`config.mk`:
```
export PLATFORM = sky130hd
export DESIGN_NAME = lsb_stego_embed_extract_flat
export DESIGN_NICKNAME = d
export VERILOG_FILES = /design/src/lsbs_pkg.sv /design/src/lsbs_in_if.sv /design/src/lsbs_out_if.sv /design/src/lsb_stego_embed_extract.sv /design/src/lsbs_cfg.sv /design/src/lsbs_core.sv /design/src/flat_wrapper.sv
export VERILOG_INCLUDE_DIRS = /design/src /design/src/src
export SDC_FILE = /design/constraint.sdc
export NUM_CORES = 1
export LEC_CHECK = 0
export BUFFER_PORTS_ARGS = -buffer_cell sky130_fd_sc_hd__buf_2
export CORE_MARGIN = 2
export CORE_UTILIZATION = 30
export DETAILED_ROUTE_END_ITERATION = 12
export SYNTH_ARGS = -nofsm -noshare
export SYNTH_HDL_FRONTEND = slang
export SYNTH_SLANG_ARGS = --single-unit
```
`constraint.sdc`:
```
create_clock -name clk -period 13.6 [get_ports clk]
set_input_delay 1.36 -clock clk [delete_from_list [all_inputs] [get_ports clk]]
set_output_delay 1.36 -clock clk [all_outputs]
set_load 0.01 [all_outputs]
```
`src/lsb_stego_embed_extract_defines.svh`:
```
// Assertion macros for the steganography block
`ifndef LSB_STEGO_EMBED_EXTRACT_DEFINES_SVH
`define LSB_STEGO_EMBED_EXTRACT_DEFINES_SVH

`ifndef SYNTHESIS
// Checked outside reset
`define LSBS_ASSERT(label, prop) \
  label: assert property (@(posedge clk) disable iff (!rst_n) prop) \
    else $error("lsbs: assertion failed");
// Checked on every edge, reset included
`define LSBS_ASSERT_RST(label, prop) \
  label: assert property (@(posedge clk) prop) \
    else $error("lsbs: reset assertion failed");
`else
`define LSBS_ASSERT(label, prop)
`define LSBS_ASSERT_RST(label, prop)
`endif

`endif

```
`src/lsbs_pkg.sv`:
```
package lsbs_pkg;

  localparam int HEADER_BITS = 32;
  localparam int CHANNELS    = 3;

  localparam int CHAN_W     = 8;
  localparam int LEN_W      = 32;
  localparam int FP_W       = 25;
  localparam int CNT_W      = 26;
  localparam int TOTAL_W    = FP_W + 2;
  localparam int CAP_W      = TOTAL_W - 3;
  localparam int LEN8_W     = LEN_W + 3;
  localparam int HDR_IDX_W  = $clog2(HEADER_BITS);
  localparam int BIT_IDX_W  = 3;
  localparam int CFG_IDX_W  = 2;
  localparam int CFG_DATA_W = 32;

  localparam logic [FP_W-1:0] FP_RESET = FP_W'(10000);

  typedef enum logic {
    MODE_EMBED,
    MODE_EXTRACT
  } mode_t;

  typedef enum logic [CFG_IDX_W-1:0] {
    REG_MODE,
    REG_MESSAGE_BYTES,
    REG_FRAME_PIXELS
  } reg_idx_t;

  typedef struct packed {
    mode_t              mode;
    logic [LEN_W-1:0]   message_bytes;
    logic [TOTAL_W-1:0] total;
    logic [CAP_W-1:0]   cap;
  } cfg_t;

  typedef struct packed {
    logic [CHAN_W-1:0] channel_out;
    logic              bit_taken;
    logic [CHAN_W-1:0] byte_out;
    logic              byte_valid;
    logic              size_error;
  } res_t;

  // Channels in a frame
  function automatic logic [TOTAL_W-1:0] total_of(input logic [FP_W-1:0] fp);
    return TOTAL_W'(fp) * TOTAL_W'(CHANNELS);
  endfunction

  // Payload capacity in bytes once the header is taken off
  function automatic logic [CAP_W-1:0] cap_of(input logic [TOTAL_W-1:0] total);
    logic [TOTAL_W-1:0] rest;
    rest = total - TOTAL_W'(HEADER_BITS);
    return rest[TOTAL_W-1:3];
  endfunction

endpackage

```
`src/lsbs_in_if.sv`:
```
interface lsbs_in_if;
  import lsbs_pkg::*;

  logic              valid;
  logic              ready;
  logic              frame_start;
  logic [CHAN_W-1:0] channel_value;
  logic              payload_bit;

  modport source (output valid, output frame_start, output channel_value,
                  output payload_bit, input ready);
  modport sink   (input valid, input frame_start, input channel_value,
                  input payload_bit, output ready);
endinterface

```
`src/lsbs_out_if.sv`:
```
interface lsbs_out_if;
  import lsbs_pkg::*;

  logic              valid;
  logic              ready;
  logic [CHAN_W-1:0] channel_out;
  logic              bit_taken;
  logic [CHAN_W-1:0] byte_out;
  logic              byte_valid;
  logic              size_error;

  modport source (output valid, output channel_out, output bit_taken,
                  output byte_out, output byte_valid, output size_error,
                  input ready);
  modport sink   (input valid, input channel_out, input bit_taken,
                  input byte_out, input byte_valid, input size_error,
                  output ready);
endinterface

```
`src/lsb_stego_embed_extract.sv`:
```
// LSB steganography embed/extract, one 8-bit colour channel per word. A word
// is taken every clock while the result side keeps up, and its result passes
// through the input register and then the result register before it leaves.
// The frame counters and byte packer update once per word, which is the loop
// that holds the rate at one word a clock.
// There is no start-up pass; the block takes words from the first cycle after
// reset. Configuration writes are meant for idle periods between frames.
`include "lsb_stego_embed_extract_defines.svh"

module lsb_stego_embed_extract (
  input  logic                            clk,
  input  logic                            rst_n,
  lsbs_in_if.sink                         in_ch,
  lsbs_out_if.source                      out_ch,
  input  logic                            cfg_we,
  input  logic [lsbs_pkg::CFG_IDX_W-1:0]  cfg_idx,
  input  logic [lsbs_pkg::CFG_DATA_W-1:0] cfg_wdata
);
  import lsbs_pkg::*;

  cfg_t              cfg;
  res_t              res;
  res_t              res_r;
  logic              s1_valid_r;
  logic              s1_start_r;
  logic [CHAN_W-1:0] s1_chan_r;
  logic              s1_pbit_r;
  logic              out_valid_r;
  logic              s1_adv;
  logic              in_acc;

  lsbs_cfg u_cfg (
    .clk       (clk),
    .rst_n     (rst_n),
    .cfg_we    (cfg_we),
    .cfg_idx   (cfg_idx),
    .cfg_wdata (cfg_wdata),
    .cfg       (cfg)
  );

  lsbs_core u_core (
    .clk           (clk),
    .rst_n         (rst_n),
    .advance       (s1_adv),
    .frame_start   (s1_start_r),
    .channel_value (s1_chan_r),
    .payload_bit   (s1_pbit_r),
    .cfg           (cfg),
    .res           (res)
  );

  // Advance when the result register is empty or being drained
  assign s1_adv      = s1_valid_r && (!out_valid_r || out_ch.ready);
  assign in_ch.ready = !s1_valid_r || s1_adv;
  assign in_acc      = in_ch.valid && in_ch.ready;

  always_ff @(posedge clk) begin
    if (!rst_n) begin
      s1_valid_r <= 1'b0;
    end else if (in_ch.ready) begin
      s1_valid_r <= in_ch.valid;
    end
  end

  always_ff @(posedge clk) begin
    if (in_acc) begin
      s1_start_r <= in_ch.frame_start;
      s1_chan_r  <= in_ch.channel_value;
      s1_pbit_r  <= in_ch.payload_bit;
    end
  end

  always_ff @(posedge clk) begin
    if (!rst_n) begin
      out_valid_r <= 1'b0;
    end else if (s1_adv) begin
      out_valid_r <= 1'b1;
    end else if (out_ch.ready) begin
      out_valid_r <= 1'b0;
    end
  end

  always_ff @(posedge clk) begin
    if (s1_adv) begin
      res_r <= res;
    end
  end

  assign out_ch.valid       = out_valid_r;
  assign out_ch.channel_out = res_r.channel_out;
  assign out_ch.bit_taken   = res_r.bit_taken;
  assign out_ch.byte_out    = res_r.byte_out;
  assign out_ch.byte_valid  = res_r.byte_valid;
  assign out_ch.size_error  = res_r.size_error;

  `LSBS_ASSERT_RST(a_reset_empties, (!rst_n |=> !out_valid_r && !s1_valid_r))
  `LSBS_ASSERT(a_stalled_word_held, (s1_valid_r && !s1_adv |=> s1_valid_r && $stable(s1_chan_r)))
  `LSBS_ASSERT(a_embed_extract_apart, (out_valid_r && res_r.bit_taken |-> !res_r.byte_valid && !res_r.size_error))
  `LSBS_ASSERT(a_byte_zero_when_idle, (out_valid_r && !res_r.byte_valid |-> res_r.byte_out == '0))

endmodule

```
`src/lsbs_cfg.sv`:
```
module lsbs_cfg (
  input  logic                            clk,
  input  logic                            rst_n,
  input  logic                            cfg_we,
  input  logic [lsbs_pkg::CFG_IDX_W-1:0]  cfg_idx,
  input  logic [lsbs_pkg::CFG_DATA_W-1:0] cfg_wdata,
  output lsbs_pkg::cfg_t                  cfg
);
  import lsbs_pkg::*;

  mode_t              mode_r;
  logic [LEN_W-1:0]   msg_r;
  logic [TOTAL_W-1:0] total_r;
  logic [CAP_W-1:0]   cap_r;
  logic [TOTAL_W-1:0] total_wr;

  // Frame size is kept as channel count and byte capacity, worked out on write
  assign total_wr = total_of(cfg_wdata[FP_W-1:0]);

  always_ff @(posedge clk) begin
    if (!rst_n) begin
      mode_r  <= MODE_EMBED;
      msg_r   <= '0;
      total_r <= total_of(FP_RESET);
      cap_r   <= cap_of(total_of(FP_RESET));
    end else if (cfg_we) begin
      case (reg_idx_t'(cfg_idx))
        REG_MODE:          mode_r <= mode_t'(cfg_wdata[0]);
        REG_MESSAGE_BYTES: msg_r  <= cfg_wdata[LEN_W-1:0];
        REG_FRAME_PIXELS: begin
          total_r <= total_wr;
          cap_r   <= cap_of(total_wr);
        end
        default: ;
      endcase
    end
  end

  assign cfg.mode          = mode_r;
  assign cfg.message_bytes = msg_r;
  assign cfg.total         = total_r;
  assign cfg.cap           = cap_r;

endmodule

```
`src/lsbs_core.sv`:
```
module lsbs_core (
  input  logic                        clk,
  input  logic                        rst_n,
  input  logic                        advance,
  input  logic                        frame_start,
  input  logic [lsbs_pkg::CHAN_W-1:0] channel_value,
  input  logic                        payload_bit,
  input  lsbs_pkg::cfg_t              cfg,
  output lsbs_pkg::res_t              res
);
  import lsbs_pkg::*;

  logic [CNT_W-1:0]     cnt_r, cnt_nxt, cnt;
  logic [LEN_W-1:0]     len_r, len_nxt, len;
  logic [CNT_W-1:0]     done_r, done_nxt, done;
  logic [CHAN_W-1:0]    bsh_r, bsh_nxt, bsh;
  logic [BIT_IDX_W-1:0] bib_r, bib_nxt, bib;
  logic                 stop_r, stop_nxt, stop;
  logic                 active;
  logic                 in_header;
  logic [HDR_IDX_W-1:0] hdr_idx;
  logic [HDR_IDX_W-1:0] hdr_sh;

  always_comb begin
    // Start of frame clears the counters before this word is handled
    cnt  = frame_start ? '0 : cnt_r;
    len  = frame_start ? '0 : len_r;
    done = frame_start ? '0 : done_r;
    bsh  = frame_start ? '0 : bsh_r;
    bib  = frame_start ? '0 : bib_r;
    stop = frame_start ? 1'b0 : stop_r;

    cnt_nxt  = cnt;
    len_nxt  = len;
    done_nxt = done;
    bsh_nxt  = bsh;
    bib_nxt  = bib;
    stop_nxt = stop;

    active    = (TOTAL_W'(cnt) < cfg.total) && !(&cnt);
    in_header = cnt < CNT_W'(HEADER_BITS);
    hdr_idx   = cnt[HDR_IDX_W-1:0];
    hdr_sh    = HDR_IDX_W'(HEADER_BITS - 1) - hdr_idx;

    res             = '0;
    res.channel_out = channel_value;

    if (active) begin
      cnt_nxt = cnt + CNT_W'(1);
      if (cfg.mode == MODE_EMBED) begin
        if (in_header) begin
          res.channel_out = {channel_value[CHAN_W-1:1], cfg.message_bytes[hdr_sh]};
        end else if (LEN8_W'(done) < {cfg.message_bytes, 3'b000}) begin
          res.channel_out = {channel_value[CHAN_W-1:1], payload_bit};
          res.bit_taken   = 1'b1;
          done_nxt        = done + CNT_W'(1);
        end
      end else begin
        if (in_header) begin
          len_nxt = {len[LEN_W-2:0], channel_value[0]};
          // Length is complete on the last header bit: check it against capacity
          if (hdr_idx == HDR_IDX_W'(HEADER_BITS - 1) && len_nxt > LEN_W'(cfg.cap)) begin
            stop_nxt = 1'b1;
          end
        end else if (!stop && LEN8_W'(done) < {len, 3'b000}) begin
          bsh_nxt  = {bsh[CHAN_W-2:0], channel_value[0]};
          done_nxt = done + CNT_W'(1);
          if (&bib) begin
            res.byte_out   = bsh_nxt;
            res.byte_valid = 1'b1;
            bsh_nxt        = '0;
            bib_nxt        = '0;
          end else begin
            bib_nxt = bib + BIT_IDX_W'(1);
          end
        end
      end
    end

    res.size_error = (cfg.mode == MODE_EXTRACT) ? stop_nxt : 1'b0;
  end

  always_ff @(posedge clk) begin
    if (!rst_n) begin
      cnt_r  <= '0;
      len_r  <= '0;
      done_r <= '0;
      bsh_r  <= '0;
      bib_r  <= '0;
      stop_r <= 1'b0;
    end else if (advance) begin
      cnt_r  <= cnt_nxt;
      len_r  <= len_nxt;
      done_r <= done_nxt;
      bsh_r  <= bsh_nxt;
      bib_r  <= bib_nxt;
      stop_r <= stop_nxt;
    end
  end

endmodule

```
`src/flat_wrapper.sv`:
```
// flat-port wrapper written by rule: the top's interface ports become plain ports
module lsb_stego_embed_extract_flat import lsbs_pkg::*;
  (clk, rst_n, cfg_we, cfg_idx, cfg_wdata, in_ch_valid, in_ch_frame_start, in_ch_channel_value, in_ch_payload_bit, in_ch_ready, out_ch_valid, out_ch_channel_out, out_ch_bit_taken, out_ch_byte_out, out_ch_byte_valid, out_ch_size_error, out_ch_ready);
  lsbs_in_if in_ch_i ();
  lsbs_out_if out_ch_i ();
  input  logic clk;
  input  logic rst_n;
  input  logic cfg_we;
  input  logic [lsbs_pkg::CFG_IDX_W-1:0] cfg_idx;
  input  logic [lsbs_pkg::CFG_DATA_W-1:0] cfg_wdata;
  input wire logic [$bits(in_ch_i.valid)-1:0] in_ch_valid;
  input wire logic [$bits(in_ch_i.frame_start)-1:0] in_ch_frame_start;
  input wire logic [$bits(in_ch_i.channel_value)-1:0] in_ch_channel_value;
  input wire logic [$bits(in_ch_i.payload_bit)-1:0] in_ch_payload_bit;
  output wire logic [$bits(in_ch_i.ready)-1:0] in_ch_ready;
  output wire logic [$bits(out_ch_i.valid)-1:0] out_ch_valid;
  output wire logic [$bits(out_ch_i.channel_out)-1:0] out_ch_channel_out;
  output wire logic [$bits(out_ch_i.bit_taken)-1:0] out_ch_bit_taken;
  output wire logic [$bits(out_ch_i.byte_out)-1:0] out_ch_byte_out;
  output wire logic [$bits(out_ch_i.byte_valid)-1:0] out_ch_byte_valid;
  output wire logic [$bits(out_ch_i.size_error)-1:0] out_ch_size_error;
  input wire logic [$bits(out_ch_i.ready)-1:0] out_ch_ready;
  assign in_ch_i.valid = in_ch_valid;
  assign in_ch_i.frame_start = in_ch_frame_start;
  assign in_ch_i.channel_value = in_ch_channel_value;
  assign in_ch_i.payload_bit = in_ch_payload_bit;
  assign in_ch_ready = in_ch_i.ready;
  assign out_ch_valid = out_ch_i.valid;
  assign out_ch_channel_out = out_ch_i.channel_out;
  assign out_ch_bit_taken = out_ch_i.bit_taken;
  assign out_ch_byte_out = out_ch_i.byte_out;
  assign out_ch_byte_valid = out_ch_i.byte_valid;
  assign out_ch_size_error = out_ch_i.size_error;
  assign out_ch_i.ready = out_ch_ready;
  lsb_stego_embed_extract u_core (.clk(clk), .rst_n(rst_n), .in_ch(in_ch_i), .out_ch(out_ch_i), .cfg_we(cfg_we), .cfg_idx(cfg_idx), .cfg_wdata(cfg_wdata));
endmodule
```
==> impl_metrics.json <==
{
  "outcome": "finished, final reports clean",
  "hold_violations": 0,
  "drive_above_1_share": 0.108,
  "post_cts_resized": 0,
  "final_core_util": 0.340,
  "clock_latency_ns": 0.54,
  "cts_hold_buf": 0,
  "p_total_mw": 1.58,
  "synth_seq_cells": 208,
  "vias": 12100,
  "wl_per_cell_um": 17.7,
  "finalMaxSlewViolations": 0,
  "synth_cells": 1625,
  "grt_pass1_vias": 11400,
  "synth-seq-area-share": 0.326,
  "worstSetupStartpoint": "u_core.s1_start_r",
  "cts_sinks": 208,
  "cts.reportedPaths.clkPinSlew_ns": 0.06,
  "final.min_clock_period_ns": 4.86,
  "hold_path.class": "flop to flop",
  "clk_path_buf_depth": 3,
  "reg2reg_to": "u_core.u_core.len_r[24]",
  "min_period_over_period": 0.358,
  "synth_commonest_cells": "225 x nand2_1, 179 x dfxtp_1, 125 x ha_1",
  "fmax_ghz": 0.206,
  "grtUsageTotal": 0.167,
  "numPortBuffers": 69,
  "fin_skew_ns": 0.0218,
  "start_util": 0.303,
  "cp_max_fo": 57,
  "yosysMostFrequentCell": "nand2_1",
  "clockRootBuffer": "clkbuf_16",
  "cts_buffers": 24,
  "crit_end": "u_core.u_core.len_r[24]",
  "ff2ff_setup_slack_ns": 8.74,
  "power_density_nw_per_um2": 103,
  "syn_to_final_growth_pct": 12.4,
  "synth_top_cell_by_area": "dfxtp_1",
  "pin_count": 70,
  "synthDominantCellAreaShare": 0.263,
  "pre_cts_slack_ns": 8.79,
  "power_leakage_nw": 6.46,
  "cts_tree": "done",
  "cp-end-kind": "flop",
  "post_cts_buffers": 0,
  "route.detailed.drc": 0,
  "fin_setup_tns_ns": 0,
  "dp_hpwl_um": 30200,
  "post_dp_cell_area_sq_um": 14500,
  "layout_setup_ws_ns": 8.74,
  "ant_nets": 0,
  "core-area_sq_um": 45100,
  "routed_wl_um": 40100,
  "syn-cell-area_sq_um": 13600,
  "via_per_inst": 5.35,
  "dp_cells": 2221,
  "ys_types": 101,
  "antenna_found_initial": 0,
  "ir_drop_mv": 0.0952,
  "reg2reg_from": "u_core.s1_start_r",
  "r2r_cells": 11,
  "setup_viol_count_final": 0,
  "die_y_um": 217,
  "fin_hold_ws_ns": 0.414,
  "drv_cap": 0,
  "yosys-top-cells-area": "dfxtp_1 26%, ha_1 11%, edfxtp_1 6.4%",
  "drt_iter0_drc": 1005,
  "worstPathRequired_ns": 14.03,
  "overflow": 0,
  "slew_headroom": 0.350,
  "gp_congestion": 0.877,
  "ys_warn_count": 0,
  "min_path_cells": 0,
  "start_kind": "flop",
  "syn_area_per_cell_sq_um": 8.40,
  "die_w_um": 217,
  "grt_setup_unrepaired": "false",
  "tightest_slew_ns": 0.975,
  "synth_ff_type": "dfxtp_1",
  "die_area_sq_um": 47200,
  "drtPass1Iterations": 5,
  "cts_max_level": 1,
  "grt_max_degree": 86,
  "async_flop_share": 0,
  "synth_edf_count": 29,
  "rows": 78,
  "criticalPathCategory": "flop to flop",
  "grt_pass1_wl_um": 63100,
  "stdcell_count": 2266,
  "worstPathArrival_ns": 5.29,
  "final_area_sq_um": 15300,
  "nNetsFinal": 1822,
  "synth_fp_nets": 1800
}
-- layer usage --
metal | wire length, um | vias up | GRT usage
met4 | 1750 | 0 | 0.0646
met1 | 18100 | 5777 | 0.220
li1 | - | 5944 | -
met2 | 18600 | 305 | 0.280
met5 | 0 | - | 0
met3 | 1680 | 91 | 0.0168
-- power by group --
group          internal [mW]  switching [mW]
combinational         0.0785           0.147
clock                  0.429           0.270
sequential             0.640          0.0137
-- cells by family (layout without fill, tap and decap cells) --
family                     Yosys count  count (layout)  synth area share
muxes                               23              23            0.0263
DFF                                208             208             0.326
xor gates and xnor gates            39              39            0.0250
other                                0               1                 0
AOI/OAI and AO/OA                  405             405             0.211
buffers and inverters              206             246            0.0595
and+or+nand+nor                    618             618             0.236
adders and majority gates          126             126             0.116
-- worst min path at each step --
stage,startpoint,endpoint
floorplan,u_core.s1_chan_r[1],u_core.out_ch.channel_out[1]
global placement,u_core.s1_chan_r[4],u_core.out_ch.channel_out[4]
detailed placement,u_core.s1_chan_r[4],u_core.out_ch.channel_out[4]
CTS,u_core.s1_chan_r[4],u_core.out_ch.channel_out[4]
global route,u_core.s1_chan_r[6],u_core.out_ch.channel_out[6]
finish,u_core.s1_chan_r[7],u_core.out_ch.channel_out[7]
-- placed cells by master (no fill, tap or decap), types with 15 or more instances in the layout --
| master | instances |
|---|---|
| nand2_1 | 225 |
| a22o_1 | 32 |
| nor2b_1 | 56 |
| nor2_1 | 78 |
| dfxtp_1 | 179 |
| xnor2_1 | 16 |
| nor3_1 | 27 |
| edfxtp_1 | 29 |
| nor4_1 | 18 |
| ha_1 | 125 |
| and3_1 | 31 |
| inv_1 | 118 |
| a31oi_1 | 19 |
| a211oi_1 | 20 |
| clkbuf_16 | 24 |
| o21ai_0 | 37 |
| nand3_1 | 56 |
| a21o_1 | 46 |
| a21oi_1 | 117 |
| nand4_1 | 41 |
| o211ai_1 | 15 |
| buf_2 | 69 |
| xor2_1 | 23 |
-- worst max-delay path: stages, from the launching register on --
cell and delay [ns]:
edfxtp_1 0.85, buf_4 0.63, nor2b_1 0.11, ha_1 0.33, nand4_1 0.10, or4_1 0.49, nor4_1 0.47, o41a_1 0.79
nor2_4 0.18, nor4b_4 0.18, buf_4 0.27, a32o_1 0.29
-- registers in the layout, indices dropped and copies added (netlist names), 3 cells and up --
name and flops:
u_core.u_core.bsh_r 7, u_core.s1_chan_r 8, u_core.out_ch.byte_out 8, u_core.u_cfg.cap_r 22, u_core.u_core.bib_r 3, u_core.u_core.cnt_r 26
u_core.u_cfg.msg_r 32, u_core.u_core.len_r 32, u_core.u_core.done_r 26, u_core.out_ch.channel_out 8, u_core.u_cfg.total_r 27
-- final cells by class --
| cell class | instances | area [sq um] |
|---|---|---|
| multi-input cells | 1211 | 8380 |
| inverters | 120 | 452 |
| diodes | 1 | 2.50 |
| clock buffers | 35 | 692 |
| repair buffers | 82 | 443 |
| flip-flops and latches | 208 | 4450 |
| well taps | 600 | 751 |
| fillers | 4768 | 29800 |
| clock inverters | 9 | 156 |
(Power assumes the default switching activity.)
